[config.mk]
export PLATFORM = sky130hd
export DESIGN_NAME = infix_to_postfix_converter_top
export DESIGN_NICKNAME = d
export VERILOG_FILES = /design/src/hdl/i2p_pkg.sv /design/src/hdl/i2p_ram.sv /design/src/hdl/i2p_dp.sv /design/src/hdl/i2p_ctrl.sv /design/src/hdl/infix_to_postfix_converter_top.sv
export SDC_FILE = /design/constraint.sdc
export NUM_CORES = 1
export LEC_CHECK = 0
export ABC_AREA = 1
export BUFFER_PORTS_ARGS = -buffer_cell sky130_fd_sc_hd__buf_2
export CAP_MARGIN = 25
export CORE_UTILIZATION = 40
export CTS_CLUSTER_SIZE = 25
export DETAILED_ROUTE_END_ITERATION = 8
export GPL_TIMING_DRIVEN = 0
export HOLD_SLACK_MARGIN = 0.1
export PLACE_DENSITY_LB_ADDON = 0.25
export SLEW_MARGIN = 25
export SYNTH_ARGS = -nofsm -noshare
export SYNTH_HDL_FRONTEND = slang
export SYNTH_SLANG_ARGS = --single-unit
[constraint.sdc]
create_clock -name clk -period 3.7 [get_ports clk]
set_input_delay 0.555 -clock clk [delete_from_list [all_inputs] [get_ports clk]]
set_output_delay 0.555 -clock clk [all_outputs]
set_load 0.01 [all_outputs]
[src/hdl/i2p_pkg.sv]
// Shared types, character constants and lookup functions for the
// infix-to-postfix converter. No dependencies; used by all but i2p_ram.
`timescale 1ns / 1ps
`default_nettype none

package i2p_pkg;

  // ASCII characters that the converter treats specially
  localparam logic [7:0] CH_LPAREN = 8'h28;  // '('
  localparam logic [7:0] CH_RPAREN = 8'h29;  // ')'
  localparam logic [7:0] CH_MUL    = 8'h2A;  // '*'
  localparam logic [7:0] CH_PLUS   = 8'h2B;  // '+'
  localparam logic [7:0] CH_MINUS  = 8'h2D;  // '-'
  localparam logic [7:0] CH_DIV    = 8'h2F;  // '/'
  localparam logic [7:0] CH_POW    = 8'h5E;  // '^'
  localparam logic [7:0] CH_SPACE  = 8'h20;  // ' '

  // Stack entry code
  typedef enum logic [2:0] {
    OPC_NONE   = 3'd0,
    OPC_LPAREN = 3'd1,
    OPC_PLUS   = 3'd2,
    OPC_MINUS  = 3'd3,
    OPC_MUL    = 3'd4,
    OPC_DIV    = 3'd5,
    OPC_POW    = 3'd6
  } op_code_t;

  typedef enum logic [1:0] {
    ERR_NONE      = 2'd0,
    ERR_UNMATCHED = 2'd1,
    ERR_FULL      = 2'd2
  } err_code_t;

  // What the latched input beat is
  typedef enum logic [2:0] {
    K_END,
    K_LPAREN,
    K_RPAREN,
    K_OP,
    K_SPACE,
    K_OPERAND
  } item_kind_t;

  // What goes into the output register
  typedef enum logic [2:0] {
    EM_TOP,
    EM_OPERAND,
    EM_MARKER,
    EM_ERR_PAREN,
    EM_ERR_FULL
  } emit_sel_t;

  typedef enum logic [0:0] {
    S_IDLE,
    S_EXEC
  } state_t;

  // Datapath -> controller
  typedef struct packed {
    item_kind_t kind;
    logic       empty;
    logic       has2;           // at least two entries stacked
    logic       full;
    logic       top_is_lp;
    logic       below_is_lp;
    logic       prec_le_top;    // incoming operator binds no tighter than top
    logic       prec_le_below;  // same, against the entry under the top
  } dp_status_t;

  // Controller -> datapath
  typedef struct packed {
    logic      load;
    logic      push;
    logic      pop;
    logic      emit;
    emit_sel_t emit_sel;
    logic      last;
  } dp_cmd_t;

  function automatic op_code_t char_to_code(input logic [7:0] c);
    op_code_t r;
    case (c)
      CH_LPAREN: r = OPC_LPAREN;
      CH_PLUS:   r = OPC_PLUS;
      CH_MINUS:  r = OPC_MINUS;
      CH_MUL:    r = OPC_MUL;
      CH_DIV:    r = OPC_DIV;
      CH_POW:    r = OPC_POW;
      default:   r = OPC_NONE;
    endcase
    return r;
  endfunction

  function automatic logic [7:0] code_to_char(input op_code_t code);
    logic [7:0] r;
    case (code)
      OPC_LPAREN: r = CH_LPAREN;
      OPC_PLUS:   r = CH_PLUS;
      OPC_MINUS:  r = CH_MINUS;
      OPC_MUL:    r = CH_MUL;
      OPC_DIV:    r = CH_DIV;
      OPC_POW:    r = CH_POW;
      default:    r = 8'h00;
    endcase
    return r;
  endfunction

  function automatic logic [1:0] code_prec(input op_code_t code);
    logic [1:0] r;
    case (code)
      OPC_PLUS, OPC_MINUS: r = 2'd1;
      OPC_MUL, OPC_DIV:    r = 2'd2;
      OPC_POW:             r = 2'd3;
      default:             r = 2'd0;
    endcase
    return r;
  endfunction

endpackage

`default_nettype wire

[src/hdl/i2p_ram.sv]
// Generic single-port-write, single-port-read RAM with registered read data.
// No dependencies.
`timescale 1ns / 1ps
`default_nettype none

module i2p_ram #(
  parameter int WIDTH = 8,
  parameter int DEPTH = 32
) (
  input  wire logic                     clk,
  input  wire logic                     we,
  input  wire logic [$clog2(DEPTH)-1:0] waddr,
  input  wire logic [WIDTH-1:0]         wdata,
  input  wire logic [$clog2(DEPTH)-1:0] raddr,
  output logic      [WIDTH-1:0]         rdata
);

  logic [WIDTH-1:0] mem [DEPTH];

  // write port and registered read (read-first)
  always_ff @(posedge clk) begin
    if (we) begin
      mem[waddr] <= wdata;
    end
    rdata <= mem[raddr];
  end

endmodule

`default_nettype wire

[src/hdl/i2p_dp.sv]
// Datapath: input beat latch, operator stack (top in a register, the rest
// in i2p_ram), stack count and the output register. Uses i2p_pkg, i2p_ram.
`timescale 1ns / 1ps
`default_nettype none

module i2p_dp
  import i2p_pkg::*;
#(
  parameter int STACK_DEPTH = 32
) (
  input  wire logic       clk,
  input  wire logic       rst,
  input  wire logic       in_cmd,
  input  wire logic [7:0] in_char,
  input  wire dp_cmd_t    cmd,
  output dp_status_t      status,
  output logic            out_free,
  output logic            out_valid,
  input  wire logic       out_ready,
  output logic [7:0]      out_char,
  output logic            has_char,
  output logic            expr_done,
  output err_code_t       error_code,
  output logic            run_last
);

  localparam int AW = $clog2(STACK_DEPTH);
  localparam int CW = $clog2(STACK_DEPTH + 1);

  logic            item_cmd;
  logic [7:0]      item_char;
  op_code_t        item_code;
  logic [CW-1:0]   count;
  logic [CW-1:0]   count_next;
  op_code_t        top;
  op_code_t        top_next;
  op_code_t        below;
  op_code_t        fwd_code;
  logic            wr_hit;
  logic [CW-1:0]   wr_cnt;
  logic [CW-1:0]   rd_cnt;
  logic [AW-1:0]   waddr;
  logic [AW-1:0]   raddr;
  logic            ram_we;
  logic [2:0]      ram_rdata;

  assign item_code = char_to_code(item_char);

  // latch the accepted beat
  always_ff @(posedge clk) begin
    if (cmd.load) begin
      item_cmd  <= in_cmd;
      item_char <= in_char;
    end
  end

  // stack pointer and top-of-stack register
  always_comb begin
    count_next = count;
    top_next   = top;
    if (cmd.push) begin
      count_next = count + CW'(1);
      top_next   = item_code;
    end else if (cmd.pop) begin
      count_next = count - CW'(1);
      top_next   = below;
    end
  end

  always_ff @(posedge clk) begin
    if (rst) begin
      count <= '0;
    end else begin
      count <= count_next;
    end
  end

  always_ff @(posedge clk) begin
    top <= top_next;
  end

  // old top spills into the RAM on a push; the RAM always prefetches the
  // entry under the next top
  assign wr_cnt = count - CW'(1);
  assign rd_cnt = count_next - CW'(2);
  assign waddr  = wr_cnt[AW-1:0];
  assign raddr  = rd_cnt[AW-1:0];
  assign ram_we = cmd.push && (count != '0);

  i2p_ram #(
    .WIDTH (3),
    .DEPTH (STACK_DEPTH)
  ) u_stack_ram (
    .clk   (clk),
    .we    (ram_we),
    .waddr (waddr),
    .wdata (top),
    .raddr (raddr),
    .rdata (ram_rdata)
  );

  // forward a same-address write, the RAM reads first
  always_ff @(posedge clk) begin
    if (rst) begin
      wr_hit <= 1'b0;
    end else begin
      wr_hit <= ram_we && (waddr == raddr);
    end
  end

  always_ff @(posedge clk) begin
    fwd_code <= top;
  end

  assign below = wr_hit ? fwd_code : op_code_t'(ram_rdata);

  // classify the item and compare against the stack
  always_comb begin
    if (item_cmd) begin
      status.kind = K_END;
    end else if (item_code == OPC_LPAREN) begin
      status.kind = K_LPAREN;
    end else if (item_char == CH_RPAREN) begin
      status.kind = K_RPAREN;
    end else if (item_code != OPC_NONE) begin
      status.kind = K_OP;
    end else if (item_char == CH_SPACE) begin
      status.kind = K_SPACE;
    end else begin
      status.kind = K_OPERAND;
    end
    status.empty         = (count == '0);
    status.has2          = (count > CW'(1));
    status.full          = (count >= CW'(STACK_DEPTH));
    status.top_is_lp     = (top == OPC_LPAREN);
    status.below_is_lp   = (below == OPC_LPAREN);
    status.prec_le_top   = (code_prec(item_code) <= code_prec(top));
    status.prec_le_below = (code_prec(item_code) <= code_prec(below));
  end

  // output register
  assign out_free = !out_valid || out_ready;

  always_ff @(posedge clk) begin
    if (rst) begin
      out_valid <= 1'b0;
    end else if (cmd.emit) begin
      out_valid <= 1'b1;
    end else if (out_ready) begin
      out_valid <= 1'b0;
    end
  end

  always_ff @(posedge clk) begin
    if (cmd.emit) begin
      run_last <= cmd.last;
      case (cmd.emit_sel)
        EM_TOP: begin
          out_char   <= code_to_char(top);
          has_char   <= 1'b1;
          expr_done  <= 1'b0;
          error_code <= ERR_NONE;
        end
        EM_OPERAND: begin
          out_char   <= item_char;
          has_char   <= 1'b1;
          expr_done  <= 1'b0;
          error_code <= ERR_NONE;
        end
        EM_MARKER: begin
          out_char   <= 8'h00;
          has_char   <= 1'b0;
          expr_done  <= 1'b1;
          error_code <= ERR_NONE;
        end
        EM_ERR_PAREN: begin
          out_char   <= 8'h00;
          has_char   <= 1'b0;
          expr_done  <= 1'b0;
          error_code <= ERR_UNMATCHED;
        end
        default: begin
          out_char   <= 8'h00;
          has_char   <= 1'b0;
          expr_done  <= 1'b0;
          error_code <= ERR_FULL;
        end
      endcase
    end
  end

endmodule

`default_nettype wire

[src/hdl/i2p_ctrl.sv]
// Controller: takes one beat at a time, picks what the datapath emits and
// steps the stack one push or pop per cycle unless an emit waits. Uses i2p_pkg.
`timescale 1ns / 1ps
`default_nettype none

module i2p_ctrl
  import i2p_pkg::*;
(
  input  wire logic       clk,
  input  wire logic       rst,
  input  wire logic       in_valid,
  output logic            in_ready,
  input  wire dp_status_t status,
  input  wire logic       out_free,
  output dp_cmd_t         cmd
);

  state_t  state;
  state_t  state_next;
  state_t  plan_state;
  dp_cmd_t plan;

  always_ff @(posedge clk) begin
    if (rst) begin
      state <= S_IDLE;
    end else begin
      state <= state_next;
    end
  end

  always_comb begin
    plan       = '0;
    plan_state = state;
    in_ready   = 1'b0;
    case (state)
      S_IDLE: begin
        in_ready = 1'b1;
        if (in_valid) begin
          plan.load  = 1'b1;
          plan_state = S_EXEC;
        end
      end
      S_EXEC: begin
        case (status.kind)
          // flush: pop everything, then the marker
          K_END: begin
            plan.emit = 1'b1;
            if (!status.empty) begin
              plan.emit_sel = EM_TOP;
              plan.pop      = 1'b1;
            end else begin
              plan.emit_sel = EM_MARKER;
              plan.last     = 1'b1;
              plan_state    = S_IDLE;
            end
          end
          K_LPAREN: begin
            plan_state = S_IDLE;
            if (!status.full) begin
              plan.push = 1'b1;
            end else begin
              plan.emit     = 1'b1;
              plan.emit_sel = EM_ERR_FULL;
              plan.last     = 1'b1;
            end
          end
          // pop to the matching '(', last beat known one entry ahead
          K_RPAREN: begin
            if (status.empty) begin
              plan.emit     = 1'b1;
              plan.emit_sel = EM_ERR_PAREN;
              plan.last     = 1'b1;
              plan_state    = S_IDLE;
            end else if (status.top_is_lp) begin
              plan.pop   = 1'b1;
              plan_state = S_IDLE;
            end else begin
              plan.emit     = 1'b1;
              plan.emit_sel = EM_TOP;
              plan.pop      = 1'b1;
              plan.last     = status.has2 && status.below_is_lp;
            end
          end
          // pop operators of equal or higher precedence, then push (or flag full)
          K_OP: begin
            if (!status.empty && status.prec_le_top) begin
              plan.emit     = 1'b1;
              plan.emit_sel = EM_TOP;
              plan.pop      = 1'b1;
              plan.last     = !(status.has2 && status.prec_le_below);
            end else if (!status.full) begin
              plan.push  = 1'b1;
              plan_state = S_IDLE;
            end else begin
              plan.emit     = 1'b1;
              plan.emit_sel = EM_ERR_FULL;
              plan.last     = 1'b1;
              plan_state    = S_IDLE;
            end
          end
          K_SPACE: begin
            plan_state = S_IDLE;
          end
          default: begin
            plan.emit     = 1'b1;
            plan.emit_sel = EM_OPERAND;
            plan.last     = 1'b1;
            plan_state    = S_IDLE;
          end
        endcase
      end
      default: begin
        plan_state = S_IDLE;
      end
    endcase

    // hold everything while a result cannot be written
    if (plan.emit && !out_free) begin
      cmd        = '0;
      state_next = state;
    end else begin
      cmd        = plan;
      state_next = plan_state;
    end
  end

endmodule

`default_nettype wire

[src/hdl/infix_to_postfix_converter_top.sv]
// Top level of the infix-to-postfix converter: stream ports, controller
// and datapath. Uses i2p_pkg, i2p_ctrl, i2p_dp.
`timescale 1ns / 1ps
`default_nettype none

// Shunting-yard converter. One infix character (or an end command) enters
// per slave beat; postfix characters, error beats and the end-of-expression
// marker leave on the master side, with tlast on the final beat an input
// beat causes (a space, a plain push or a ')' that meets its '(' causes
// none). Operators are held on a STACK_DEPTH-entry stack, the top in a
// register and the rest in a RAM that always prefetches the entry below the
// top. An item is accepted in S_IDLE and handled in S_EXEC, which pops one
// operator at a time, holds while the master side stalls and accepts no new
// item until it is done. The stack needs no clearing after reset.
module infix_to_postfix_converter_top
  import i2p_pkg::*;
#(
  parameter int STACK_DEPTH = 32
) (
  input  wire logic       clk,
  input  wire logic       rst,
  input  wire logic       s_tvalid,
  output logic            s_tready,
  input  wire logic [7:0] s_tdata,   // [7:0] in_char
  input  wire logic [0:0] s_tuser,   // [0] cmd
  output logic            m_tvalid,
  input  wire logic       m_tready,
  output logic [7:0]      m_tdata,   // [7:0] out_char
  output logic [3:0]      m_tuser,   // [0] has_char, [1] expr_done, [3:2] error_code
  output logic            m_tlast    // run_last
);

  dp_status_t status;
  dp_cmd_t    cmd;
  logic       out_free;
  logic       has_char;
  logic       expr_done;
  err_code_t  error_code;

  i2p_ctrl u_ctrl (
    .clk      (clk),
    .rst      (rst),
    .in_valid (s_tvalid),
    .in_ready (s_tready),
    .status   (status),
    .out_free (out_free),
    .cmd      (cmd)
  );

  i2p_dp #(
    .STACK_DEPTH (STACK_DEPTH)
  ) u_dp (
    .clk        (clk),
    .rst        (rst),
    .in_cmd     (s_tuser[0]),
    .in_char    (s_tdata),
    .cmd        (cmd),
    .status     (status),
    .out_free   (out_free),
    .out_valid  (m_tvalid),
    .out_ready  (m_tready),
    .out_char   (m_tdata),
    .has_char   (has_char),
    .expr_done  (expr_done),
    .error_code (error_code),
    .run_last   (m_tlast)
  );

  assign m_tuser = {error_code, expr_done, has_char};

  // a result is only written into a free output register
  assert property (@(posedge clk) disable iff (rst)
    cmd.emit |-> (!m_tvalid || m_tready))
    else $error("result written over an unread beat");

  // stack never underflows
  assert property (@(posedge clk) disable iff (rst)
    cmd.pop |-> !status.empty)
    else $error("pop from empty stack");

  // stack never overflows
  assert property (@(posedge clk) disable iff (rst)
    cmd.push |-> !status.full)
    else $error("push onto full stack");

  // one item at a time: no accept right after an accept
  assert property (@(posedge clk) disable iff (rst)
    (s_tvalid && s_tready) |=> !s_tready)
    else $error("second beat accepted while an item is in progress");

endmodule

`default_nettype wire

Word level (Yosys, flattened, before mapping)
Memories as Yosys holds them, arrays and structs flattened. A register that Yosys moved wholly into a read port is not among the register bits.
Cells that the tools add are included.
{ "classes": {"n_addsub": 3, "eq_ne": 34, "reduce_logical": 28, "bitwise": 1, "n_lt_le_gt_ge": 4, "mux": 45} }
{ "op_table": {"columns": ["op", "count"], "rows": [
  ["$eq 8x6->1 const B", 7],
  ["$pmux 7 s6", 1],
  ["$eq 3x2->1 const B", 10],
  ["$eq 3x3->1 const B", 10],
  ["$pmux 5 s5", 1],
  ["$mux 3", 7],
  ["$mux 5", 4],
  ["$pmux 2 s3", 3],
  ["$pmux 3 s6", 1],
  ["$reduce_or 2->1", 9],
  ["$mux 1", 17],
  ["$pmux 8 s2", 1],
  ["$eq 3x1->1 const B", 5],
  ["$mux 6", 2],
  ["$eq 8x7->1 const B", 1],
  ["$mux 8", 1],
  ["$mux 7", 1],
  ["$add 6x1->6 const B", 1],
  ["$ge 6x6->1 const B", 1],
  ["$gt 6x1->1 const B", 1],
  ["$logic_and 1x1->1", 6],
  ["$logic_not 3->1", 2],
  ["$logic_not 6->1", 1],
  ["$pmux 1 s2", 3],
  ["14 further kinds", 19]
]} }
{ "word_totals": {"ff_bits": 37, "ram_bits": 96, "input_bits": 13, "out_inout_bits": 15, "wordCells": 129, "n_memories": 1} }
{ "memory_table": {"columns": ["memory", "depth", "width", "rd", "rd_ports_with_merged_regs", "wr", "line", "text"], "rows": [
  ["u_dp.u_stack_ram.mem", 32, 3, 1, 1, 1, "i2p_ram.sv:18", "logic [WIDTH-1:0] mem [DEPTH];"]
]} }

Longest topological paths before layout
Gate-level depths: netlist of run 1.
{ "depth": {"ltp_word": 18, "ltp_mapped": 29, "depth_no_buf": 28} }

Modules after synthesis
Synthesis of run 1 repeated with hierarchy kept, for this count alone.
{ "unflattened": {"hier_cells": 700, "area_unflattened_um2": 6498.7} }
{ "by_module_without_submodules": {"columns": ["mod", "area_each_um2", "seq_area_each_um2", "cells_each", "n_inst"], "rows": [
  ["i2p_ram", 4127.7, 2942.8, 377, 1],
  ["i2p_dp", 2030.7, 970.9, 254, 1],
  ["i2p_ctrl", 325.3, 20.0, 67, 1],
  ["infix_to_postfix_converter_top", 15.0, 0.0, 2, 1]
]} }

Worst setup path before layout of run 1
No wires, ideal clock.
{ "synth_path": {"path_kind": "register -> register", "from": "reg u_dp.top[2]", "to": "reg u_dp.u_stack_ram.rdata[1], read port of u_dp.u_stack_ram.mem", "arrival_ns": 3.124, "required_time_ns": 3.587, "path_buffers": 1, "setup_ns": 0.113, "slack_ns": 0.462, "synth_period_minus_slack_ns": 3.238, "path_stages_with_launch": 26, "path_cell_list": "edfxtp_1 inv_1 nor2_1 inv_1 ha_1 inv_1 nor2_1 o21ai_0 nand2_1 nand2_1 nand4_1 nand3_2 nand3_4 nand2_2 nand2_1 nand2_2 nand2_2 buf_4 nand2_1 nand2_1 nand2_1 nand2_1 nor2_1 nand2_1 nand3_1 nand2_1"} }
{ "synth_via": {"elab_chain_len": 13, "elab_cells_between_ends": 25, "classes_between": "add/sub (1); order compare (1); eq/ne (6); mux (13); reduce/logical (4)"} }
{ "synth_rtl": {"columns": ["element", "line", "text"], "rows": [
  ["start, declared", "i2p_dp.sv:35", "op_code_t top;"],
  ["start signal, assigned", "i2p_dp.sv:79", "top <= top_next;"],
  ["$eq 3x3->1 / $eq 3x2->1 (equally long branches)", "i2p_pkg.sv:111", "case (code)"],
  ["$reduce_or 2->1", "i2p_pkg.sv:111", null],
  ["$pmux 2 s3", "i2p_pkg.sv:111", null],
  ["$le 2x2->1", "i2p_dp.sv:137", "status.prec_le_top = (code_prec(item_code) <= code_prec(top));"],
  ["$logic_and 1x1->1", "i2p_ctrl.sv:86", "if (!status.empty && status.prec_le_top) begin"],
  ["$mux 5", "i2p_ctrl.sv:86", null],
  ["$pmux 5 s5", "i2p_ctrl.sv:44", "case (status.kind)"],
  ["$mux 7 (*)", "i2p_ctrl.sv:35", "case (state)"],
  ["$logic_and 1x1->1", "i2p_ctrl.sv:118", "if (plan.emit && !out_free) begin"],
  ["$mux 8 (*)", "i2p_ctrl.sv:118", null],
  ["$mux 6", "i2p_dp.sv:64", "end else if (cmd.pop) begin"],
  ["$mux 6 (*)", "i2p_dp.sv:61", "if (cmd.push) begin"],
  ["$sub 5x2->5 (*)", "i2p_dp.sv:85", "assign rd_cnt = count_next - CW'(2);"],
  ["end, declared", "i2p_ram.sv:15", "output logic [WIDTH-1:0] rdata"]
]} }
Every way passes the cells marked *; elsewhere a longest branch is shown, timed or not.
A chain may end at the register's enable or synchronous reset.

Worst setup path in the final report of run 1
{ "layout_path": {"from": "reg u_dp.item_char[3]", "to": "reg u_dp.u_stack_ram.rdata[0], read port of u_dp.u_stack_ram.mem"} }
{ "layout_via": {"elab_chain_len": 15, "elab_cells_between_ends": 44, "classes_between": "add/sub (1); order compare (1); eq/ne (18); mux (17); reduce/logical (7)"} }
{ "layout_rtl": {"columns": ["element", "line", "text"], "rows": [
  ["start, declared", "i2p_dp.sv:31", "logic [7:0] item_char;"],
  ["start signal, assigned", "i2p_dp.sv:53", "item_char <= in_char;"],
  ["$eq 8x7->1 / $eq 8x6->1 (equally long branches)", "i2p_pkg.sv:83", "case (c)"],
  ["$pmux 3 s6", "i2p_pkg.sv:83", null],
  ["$eq 3x3->1, or another cell as far along", "i2p_pkg.sv:111", null],
  ["$reduce_or 2->1 / $mux 3 (equally long branches)", "i2p_pkg.sv:111, i2p_dp.sv:125", null],
  ["$pmux 2 s3 / $mux 3 (equally long branches)", "i2p_pkg.sv:111, i2p_dp.sv:123", null],
  ["$le 2x2->1 / $mux 3 (equally long branches)", "i2p_dp.sv:137, i2p_dp.sv:121", null],
  ["$logic_and 1x1->1 / $mux 3 (equally long branches)", "i2p_ctrl.sv:86, i2p_dp.sv:119", null],
  ["$mux 5, or another cell as far along", "i2p_ctrl.sv:86", null],
  ["$pmux 5 s5 / $reduce_or 2->1 (equally long branches)", null, null],
  ["$mux 7 (*)", "i2p_ctrl.sv:35", null],
  ["$logic_and 1x1->1 / $mux 7 (equally long branches)", "i2p_ctrl.sv:118, i2p_ctrl.sv:35", null],
  ["$mux 8 (*)", "i2p_ctrl.sv:118", null],
  ["$mux 6", "i2p_dp.sv:64", null],
  ["$mux 6 (*)", "i2p_dp.sv:61", null],
  ["$sub 5x2->5 (*)", "i2p_dp.sv:85", null]
]} }
Marks and branches as above.

==> results of run 1 <==
[cells in the mapped netlist (all sizes together)]
library cell,number
o211ai,3
o22ai,6
clkbuf,2
xor2,5
o32ai,1
mux2i,2
a41oi,1
a311oi,1
or2,1
nand3b,1
nor2,93
nand4,7
dfxtp,15
inv,99
a21oi,12
o21ai,13
o21a,1
xnor2,2
o31ai,1
nor4,1
edfxtp,121
buf,19
nand2,267
a31oi,1
nor3,6
nand3,69
ha,11
o21bai,1
[sequential cells by signal, indices dropped and copies added (netlist names)]
name and count:
u_dp.u_stack_ram.mem 96, u_dp.item_char 8, u_dp.out_char 8, u_dp.count 6
u_dp.fwd_code 3, u_dp.top 3, u_dp.u_stack_ram.rdata 3, u_dp.error_code 2
u_ctrl.state 1, u_dp.expr_done 1, u_dp.has_char 1, u_dp.item_cmd 1
u_dp.out_valid 1, u_dp.run_last 1, u_dp.wr_hit 1
[cell type report]
class                   count  area, um^2
fillers                  1518        8060
flip-flops and latches    136        3940
multi-input cells         508        2650
repair buffers             63         592
clock buffers              18         429
inverters                  99         372
well taps                 220         275
plain buffers              21         229
clock inverters            14         156
[layer usage]
| metal | wire length (um) | up-vias | global-route usage (%) |
|---|---|---|---|
| li1 | - | 2656 | - |
| met1 | 7920 | 2492 | 25.9 |
| met2 | 7900 | 132 | 29.8 |
| met3 | 694 | 31 | 3.23 |
| met4 | 416 | 0 | 8.52 |
| met5 | 0 | - | 0 |
[cell families (layout without fill, tap and decap cells)]
group	Yosys count	count (layout)	share of synthesized area, %
AND/OR/NAND/NOR	445	447	28.4
flip-flops	136	136	57.2
buffers and inverters	120	215	7.42
AO/OA/AOI/OAI	41	41	3.66
adder cells (fa/ha/maj)	11	11	2.00
XOR/XNOR	7	7	1.11
multiplexers	2	2	0.291
[power by group through the flow]
| stage | Combinational (W) | Sequential (W) | Clock [W] |
|---|---|---|---|
| 5_1_grt | 0.000343 | 0.00170 | 0.00176 |
| 2_1_floorplan | 0.000182 | 0.00173 | 0 |
| 3_3_place_gp | 0.000254 | 0.00173 | 0 |
| 3_5_place_dp | 0.000263 | 0.00173 | 0 |
| 4_1_cts | 0.000267 | 0.00170 | 0.00170 |
| 6_report | 0.000310 | 0.00170 | 0.00169 |
[worst min path at each step]
stage | from | endpoint | slack, ps | cells past startpoint
floorplan | u_dp.count[5] | u_dp.count[5] | 530 | 1
global placement | u_dp.item_char[7] | u_dp.out_char[7] | 570 | 2
detailed placement | u_dp.item_char[7] | u_dp.out_char[7] | 570 | 2
CTS | s_tdata[1] | u_dp.item_char[1] | 290 | 1
global route | s_tdata[1] | u_dp.item_char[1] | 290 | 1
finish | s_tdata[3] | u_dp.item_char[3] | 300 | 1
[through the flow]
stage | TNS, ps | instance area (um^2) | utilization, % | worst slack, ps
floorplan | 0 | 6880 | - | 462
global placement | -88940 | 7290 | 43.6 | -851
detailed placement | -6670 | 7380 | 44.2 | -160
CTS | 0 | 8000 | 47.9 | 12.4
global route | -285 | 8640 | 51.7 | -99.2
finish | 0 | 8640 | 51.7 | 187
[repair_timing]
| item | CTS | global route |
|---|---|---|
| buffers inserted | 2 | 22 |
| cloned | 0 | 9 |
| resized for setup | 9 | 67 |
| pin swaps | 1 | 13 |
| endpoints found under the hold margin | 0 | 0 |
| setup endpoints to repair | 99 | 100 |
==> qor.txt, run 1 <==
Via/cell ratio = 4.92
Synthesized net count = 786
Int Pwr = 0.00285 W
Number of buffers created by CTS = 17
Final hold slack = 301 ps
Max VDD drop = 296 uV
Area of the core = 16700 um^2
CP Capture Type = flip-flop
Fin crit share = 95.0%
Largest net degree at the start of global routing = 19
Pwr Total = 0.00369 W
R2r setup slk = 190 ps
Post-synth top area share = 52.8%
Final setup viols = 0
WP data arrival = 3880 ps
Comb pwr share = 8.4%
Slew Viols, Final = 0
Switching pwr = 0.000847 W
Reg2reg start = u_dp.item_char[3]
First-pass DRT Iterations = 5
Residual DRC = 0
F_max = 0.285 GHz
Finished Layout Cells = 1079
Max FO, Critical Path = 10
Synth top area cells = edfxtp_1, nand2_1, inv_1, nor2_1, nand3_1
Vias in the first global route = 4836
Clock sinks = 136
Pleak = 3.76 nW
CTS tree = built
Sequential Power Share = 45.9%
Worst-margin pin slew = 778 ps
Initial antenna violation count = 0
Wire per inst = 15.7 um
Register-to-Register Path Depth = 26
Crit path depth = 26
CP endpoint = u_dp.u_stack_ram.rdata[0]
CP top delay family = simple AND/OR/NAND/NOR gates
CP required = 4070 ps
Skew-Pair Late Insertion Delay = 430 ps
Most used cell, CP = nand2_1
Final-report hold violation count = 0
Layout cells sized above 1 = 21.7%
Clock share of power = 45.7%
Ys Warns = 0
Final wirelength = 16.9 mm
Commonest non-fill, non-tap cells in the layout = nand2_1, edfxtp_1, inv_1
Die ar. = 17700 um^2
Count of different cell masters after synthesis = 44
Setup CP Type = reg -> reg
Nets@finish = 870
Worst-path clk slew = 60 ps
Die X = 133 um
Die H = 133 um
Root Driver = clkbuf_16
Layout area overhead = 25.6%
Final ANT Viol Nets = 0
Boundary Pins = 28
Starting Density = 41.2%
Startpoint Class = flip-flop
Total Routing Usage GR = 19.0%
Detailed-route via count = 5311
HP Class = in -> reg
Maximum capacitance violations = 0
Most common cell after layout, fill and taps aside = nand2_1
Worst path bufs/invs = 4
Switching Fraction = 22.9%
Number of cells after detailed placement = 1014
Pwr Density = 428 nW/um^2
Ant diodes = 0
CTS HTree Levels = 4
Outcome = complete, no violations
CP startpoint = u_dp.item_char[3]
Cell count after synthesis = 762
RSZ-0062 raised after global routing = true
Total gr overflow = 0
Rows = 47
Slowest stage delay, CP = 410 ps
FF+latch count, synth = 136
Dpl hpwl = 11.3 mm
Sequential share of the synthesized area = 57.2%
Max clock buf depth = 2
Initial DRC count = 508
RR Endpoint = u_dp.u_stack_ram.rdata[0]
Syn Std Cell Area = 6880 um^2
Min Tclk post-route = 3510 ps
Post-synth top area cell = edfxtp_1
Routability cong. = 0.876
Max_slew headroom = 47.8%
# port buffers = 26
Clock Skew = 7.72 ps
First-pass GRT wire length = 25.3 mm
Critical path's slowest cell = edfxtp_1
Mean Syn Cell Area = 9.03 um^2
Hold Buf Count CTS = 0
Power figures use the tool's default switching activity.
==> run 2: changes to the inputs <==
ABC_AREA = default   (was 1)
CTS_BUF_LIST = sky130_fd_sc_hd__clkbuf_16   (was default)
==> qor.txt, run 2 <==
Most frequent cells after synthesis = edfxtp_1, mux2i_1, nor2_1
Post-synth top area share = 55.3% (+2.4 points)
First-pass DRT Iterations = 5 (unchanged)
Violated checks = setup timing
Finished Layout Cells = 851 (-21%)
Final wirelength = 16.6 mm (-1.7%)
Max FFs per register = 96 (unchanged)
Placed cell areas = 7110 um^2 (-3.7%)
Maximum capacitance violations = 0 (unchanged)
Total Routing Usage GR = 21.1% (+2.1 points)
Die ar. = 17000 um^2 (-4.4%)
Count of different cell masters after synthesis = 69 (+57%)
# port buffers = 26 (unchanged)
Count leader, synth = edfxtp_1
Clock Skew = 8.22 ps (+0.491 ps)
Mean Syn Cell Area = 13.1 um^2 (+45%)
Initial DRC count = 456 (-10%)
Layout area overhead = 38.3%
Hold Buf Count CTS = 0 (unchanged)
RSZ-0062 raised after global routing = true
Cell count after synthesis = 502 (-34%)
First-pass GRT wire length = 26.2 mm (+3.4%)
Biggest register = u_dp.u_stack_ram.mem
Rows = 46 (-2.1%)
Via/cell ratio = 5.51 (+12%)
F_max = 0.228 GHz (-20%)
Number of buffers created by CTS = 17 (unchanged)
Post-synth ARST share = 0% (unchanged)
Synthesized net count = 526 (-33%)
Clock sinks = 136 (unchanged)
CTS tree = built
Initial antenna violation count = 0 (unchanged)
Final-report hold violation count = 0 (unchanged)
Residual DRC = 0 (unchanged)
Slowest stage delay, CP = 580 ps (+170 ps)
Slew Viols, Final = 0 (unchanged)
Top Registers = u_dp.u_stack_ram.mem x96, u_dp.item_char x8, u_dp.out_char x8
Final ANT Viol Nets = 0 (unchanged)
Reg area = 3930 um^2 (about the same)
Max_slew headroom = 34.1% (-14 points)
CP Capture Type = flip-flop
Outcome = complete, but fails checks
Ys Warns = 0 (unchanged)
Final setup viols = 88 (+88)
Synth Flop Type = edfxtp_1
Max VDD drop = 443 uV (+50%)
Final instance area = 9090 um^2 (+5.3%)
Area of the multi-input gates = 3070 um^2 (+16%)
Detailed-route via count = 4692 (-12%)
Fin crit share = 118% (+23 points)
Worst setup margin = -681 ps (-868 ps)
Total gr overflow = 0 (unchanged)
Post-synth top area cell = edfxtp_1
Syn Std Cell Area = 6580 um^2 (-4.4%)
Startpoint Class = flip-flop
Largest net degree at the start of global routing = 23 (+4)
CTS HTree Levels = 4 (unchanged)
Sequential share of the synthesized area = 59.8% (+2.6 points)
Pleak = 3.14 nW (-16%)
Die H = 130 um (-2.2%)
Area of the core = 15900 um^2 (-4.5%)
Commonest non-fill, non-tap cells in the layout = edfxtp_1, mux2i_1, buf_4
Most common cell after layout, fill and taps aside = edfxtp_1
Boundary Pins = 28 (unchanged)
Wire per inst = 19.5 um (+25%)
Routability cong. = 0.874 (-0.23%)
Ant diodes = 0 (unchanged)
FF+latch count, synth = 136 (unchanged)
Die X = 130 um (-2.2%)
HP Class = in -> reg
Skew-Pair Late Insertion Delay = 420 ps (about the same)
Fillcell total = 1237 (-19%)
Starting Density = 41.2% (+0.052 points)
Synth top area cells = edfxtp_1, mux2i_1, dfxtp_1, nor3_1, mux4_2
Pwr Density = 561 nW/um^2 (+31%)
Max clock buf depth = 2 (unchanged)
Layout cells sized above 1 = 39.4% (+18 points)
Root Driver = clkbuf_16
Vias in the first global route = 4783 (-1.1%)
Max FO, Critical Path = 6 (-4)
Number of flops mapped to enable cells by yosys = 121 (unchanged)
Cells along the critical path = or4b_4 -> o31ai_4 -> o311a_4 -> ha_4 -> nor2b_4 -> o21ai_4 -> and2_4 -> o31ai_4 -> buf_4 -> o221a_4 -> xnor2_4 -> buf_6 -> buf_12 -> buf_12 -> mux2i_2 -> mux2i_1 -> nor3_2 -> a221oi_2 -> o221a_1
Critical path's slowest cell = or4b_4
WP data arrival = 4670 ps (+790 ps)
CP required = 3990 ps (-80 ps)
Worst-path clk slew = 60 ps (about the same)
Number of cells after detailed placement = 748 (-26%)
Worst-margin pin slew = 989 ps (+211 ps)
Dpl hpwl = 10.5 mm (-7.2%)
Setup CP Type = reg -> reg
Min Tclk post-route = 4380 ps (+868 ps)
Nets@finish = 646 (-26%)
[run 2: cell types whose count changed in the layout (fill, tap and decap cells not counted), moves of 12 or more]
cell / previous run / this run
nand3_1: 60 / 11
buf_4: 24 / 45
nor2_1: 78 / 20
nor3_4: 0 / 18
mux2i_1: 2 / 50
nor2_4: 3 / 16
nand2_1: 237 / 29
inv_2: 12 / 0
buf_6: 7 / 27
inv_1: 87 / 14
nand2_2: 19 / 2
[run 2: layer usage]
layer | wire [um] | part of all wire [%] | global-route usage (%)
met1 | 7070 | 43 | 27.0
met2 | 8410 | 51 | 35.3
met3 | 739 | 4.4 | 3.85
met4 | 413 | 2.5 | 8.69
met5 | 0 | 0 | 0
[run 2: through the flow]
step           total power, W  setup WS (ps)  hold WS (ps)  utilization [%]  setup TNS (ps)
6_report              0.00510           -681           313             57.0           -8160
5_1_grt               0.00530           -826           304             57.0          -22070
4_1_cts               0.00496           -724           293             55.2          -15280
3_5_place_dp          0.00293          -1100           599             44.6          -92720
3_3_place_gp          0.00291          -1220           587             44.1         -111040
2_1_floorplan         0.00264           -480           561                -           -1440
[run 2: worst paths after layout]
path | from | endpoint | slack [ps] | depth (start not counted)
setup / recovery | u_dp.item_char[7] | u_dp.u_stack_ram.rdata[1] | -680 | 19
hold / removal | s_tdata[4] | u_dp.item_char[4] | 310 | 1
setup reg to reg | u_dp.item_char[7] | u_dp.u_stack_ram.rdata[1] | -680 | 19
hold reg to reg | u_dp.item_char[6] | u_dp.out_char[6] | 640 | 1
[run 2: timing repair]
item                                    CTS  global route
endpoints found under the setup margin  127           127
cloned                                    2             1
setup buffers                            52            16
pin swaps                                53            16
gates resized for setup                 136            23
[run 2: report_power, final]
| group | leakage (nW) | internal, W | switching, W |
|---|---|---|---|
| clock | 0.279 | 0.000991 | 0.000655 |
| combinational | 1.64 | 0.000766 | 0.000929 |
| sequential | 1.22 | 0.00172 | 0.0000364 |
| total | 3.14 | 0.00348 | 0.00162 |
[run 2: layout make-up]
class | instances | share of cell area (%)
plain buffers | 28 | 2.63
clock buffers | 17 | 4.68
clock inverters | 15 | 1.65
inverters | 14 | 0.578
multi-input cells | 323 | 33.8
flip-flops and latches | 136 | 43.3
well taps | 216 | 2.97
repair buffers | 102 | 10.5
[run 2: kinds of logic after synthesis]
logic type	Yosys count	synth area share, %
flops	136	59.8
xor+xnor	14	2.55
compound gates	85	10.1
simple gates	152	11.4
mux	61	10.8
fa+ha+maj	11	2.09
buf+inv	43	3.20
[run 2: worst max-delay path, delay by kind of cell, from the launching register on]
| family | cells | cell delay, ps |
|---|---|---|
| buf+inv | 4 | 600 |
| xor+xnor | 1 | 150 |
| flops | 1 | 410 |
| compound gates | 7 | 1350 |
| fa+ha+maj | 1 | 210 |
| mux | 2 | 360 |
| simple gates | 4 | 1150 |
==> run 3: changes to the inputs <==
BUFFER_PORTS_ARGS = -buffer_cell sky130_fd_sc_hd__buf_4   (was -buffer_cell sky130_fd_sc_hd__buf_2)
==> qor.txt, run 3 (synthesis results as in run 2) <==
Initial DRC count = 328 (-28%)
WP data arrival = 4710 ps (+40 ps)
Ant diodes = 0 (unchanged)
Pwr Density = 561 nW/um^2 (about the same)
Skew-Pair Late Insertion Delay = 430 ps (about the same)
Routability cong. = 0.858 (-1.8%)
F_max = 0.226 GHz (-0.82%)
Dpl hpwl = 10.3 mm (-1.7%)
Number of buffers created by CTS = 17 (unchanged)
Comb pwr share = 31.1% (-2.2 points)
Nets@finish = 629 (-2.6%)
Hold Buf Count CTS = 0 (unchanged)
CTS tree = built
Max clock buf depth = 2 (unchanged)
Clock share of power = 34.0% (+1.7 points)
Slew Viols, Final = 0 (unchanged)
Rows = 46 (unchanged)
First-pass DRT Iterations = 7 (+2)
CTS HTree Levels = 4 (unchanged)
Pleak = 3.05 nW (-2.9%)
Max_slew headroom = 31.2% (-2.9 points)
Worst-path clk slew = 60 ps (about the same)
Wire per inst = 19.3 um (-1.1%)
Initial antenna violation count = 0 (unchanged)
Max VDD drop = 460 uV (+3.9%)
Fin crit share = 119% (+0.98 points)
Total Routing Usage GR = 20.7% (-0.42 points)
Largest net degree at the start of global routing = 21 (-8.7%)
Max FO, Critical Path = 7 (+1)
Detailed-route via count = 4575 (-2.5%)
Final wirelength = 16.1 mm (-3.1%)
Cells along the critical path = or4b_1 -> buf_6 -> o31ai_4 -> o311a_4 -> ha_4 -> nor2b_4 -> o21ai_4 -> nand2_2 -> o22ai_4 -> o22ai_1 -> and4b_2 -> o2111ai_4 -> xor2_4 -> mux4_2 -> o221a_1
Clock sinks = 136 (unchanged)
# port buffers = 26 (unchanged)
Startpoint Class = flip-flop
Worst path bufs/invs = 1 (-3)
CP top delay family = compound AO/OA/AOI/OAI gates
CP required = 4000 ps (about the same)
Outcome = complete, but fails checks
Worst setup margin = -718 ps (-36.3 ps)
Final instance area = 9010 um^2 (-0.94%)
Via/cell ratio = 5.49 (-0.51%)
Total gr overflow = 0 (unchanged)
Min Tclk post-route = 4420 ps (+36.3 ps)
Starting Density = 41.2% (unchanged)
Final ANT Viol Nets = 0 (unchanged)
Biggest register = u_dp.u_stack_ram.mem
Clock Skew = 15.7 ps (+7.51 ps)
Critical path's slowest cell = mux4_2
Die X = 130 um (unchanged)
Layout cells sized above 1 = 37.5% (-1.8 points)
Sequential Power Share = 34.9% (+0.4 points)
Worst-margin pin slew = 1030 ps (+43.8 ps)
Final-report hold violation count = 0 (unchanged)
Commonest non-fill, non-tap cells in the layout = edfxtp_1, buf_4, mux2i_1
First-pass GRT wire length = 25.6 mm (-2.2%)
Int Pwr = 0.00346 W (-0.64%)
Final setup viols = 97 (+10%)
Layout area overhead = 37.0%
CP Capture Type = flip-flop
Setup CP Type = reg -> reg
Switching pwr = 0.00160 W (-1.6%)
Root Driver = clkbuf_16
RSZ-0062 raised after global routing = true
Vias in the first global route = 4635 (-3.1%)
Area of the core = 15900 um^2 (unchanged)
Most common cell after layout, fill and taps aside = edfxtp_1
Violated checks = setup timing
Slowest stage delay, CP = 550 ps (-30 ps)
HP Class = in -> reg
Die H = 130 um (unchanged)
Max FFs per register = 96 (unchanged)
Pwr Total = 0.00505 W (-0.93%)
Top Registers = u_dp.u_stack_ram.mem x96, u_dp.item_char x8, u_dp.out_char x8
Boundary Pins = 28 (unchanged)
Placed cell areas = 7170 um^2 (+0.92%)
Maximum capacitance violations = 0 (unchanged)
Residual DRC = 0 (unchanged)
Switching Fraction = 31.6% (-0.20 points)
Die ar. = 17000 um^2 (unchanged)
## run 3: cell types whose count changed in the layout (fill, tap and decap cells not counted), sizes merged
cell and delta:
buf -14, clkbuf -2, clkinv -2, bufbuf -1
bufinv +1, clkinvlp +1
## run 3: repair_timing
item                       4_1_cts  5_1_grt
setup endpoints to repair      128      127
setup buffers                   47        5
pin swaps                       51       28
gates cloned                     1        0
gates resized for setup        126       28
## run 3: through the flow
stage | utilization (%) | setup WS (ps) | setup TNS, ps | hold WS (ps) | std cells
5_1_grt | 56.5 | -861 | -32090 | 288 | 834
4_1_cts | 55.3 | -740 | -20150 | 293 | 828
6_report | 56.5 | -718 | -17710 | 302 | 834
3_3_place_gp | 44.5 | -1190 | -110620 | 586 | 744
2_1_floorplan | - | -480 | -1440 | 561 | 502
3_5_place_dp | 45.0 | -1160 | -99020 | 593 | 748
## run 3: worst paths after layout
| kind | from | end | slack (ps) | cells past startpoint |
|---|---|---|---|---|
| worst min-delay path | s_tdata[6] | u_dp.item_char[6] | 300 | 1 |
| worst min register to register | u_dp.item_char[5] | u_dp.out_char[5] | 650 | 1 |
| worst max register to register | u_dp.item_char[7] | u_dp.u_stack_ram.rdata[2] | -720 | 15 |
| worst max-delay path | u_dp.item_char[7] | u_dp.u_stack_ram.rdata[2] | -720 | 15 |
## run 3: power by group through the flow
stage / logic (W) / registers (W) / clock network [W]
5_1_grt: 0.00168 / 0.00177 / 0.00180
4_1_cts: 0.00145 / 0.00176 / 0.00174
6_report: 0.00157 / 0.00176 / 0.00172
2_1_floorplan: 0.000849 / 0.00179 / 0
3_3_place_gp: 0.00112 / 0.00180 / 0
3_5_place_dp: 0.00114 / 0.00179 / 0
## run 3: cell type report
type                            instances  area (um^2)
Multi-Input combinational cell        323         3090
Timing Repair Buffer                   84          813
Sequential cell                       136         3930
Clock buffer                           17          425
Fill cell                            1254         6940
Buffer                                 29          241
Inverter                               14         52.6
Clock inverter                         15          178
Tap cell                              216          270
## run 3: layer usage
| metal | up-vias | global-route usage [%] | share of wire [%] |
|---|---|---|---|
| li1 | 2134 | - | - |
| met1 | 2283 | 26.8 | 44 |
| met2 | 126 | 33.4 | 49 |
| met3 | 32 | 4.18 | 4.5 |
| met4 | 0 | 9.44 | 2.8 |
| met5 | - | 0 | 0 |
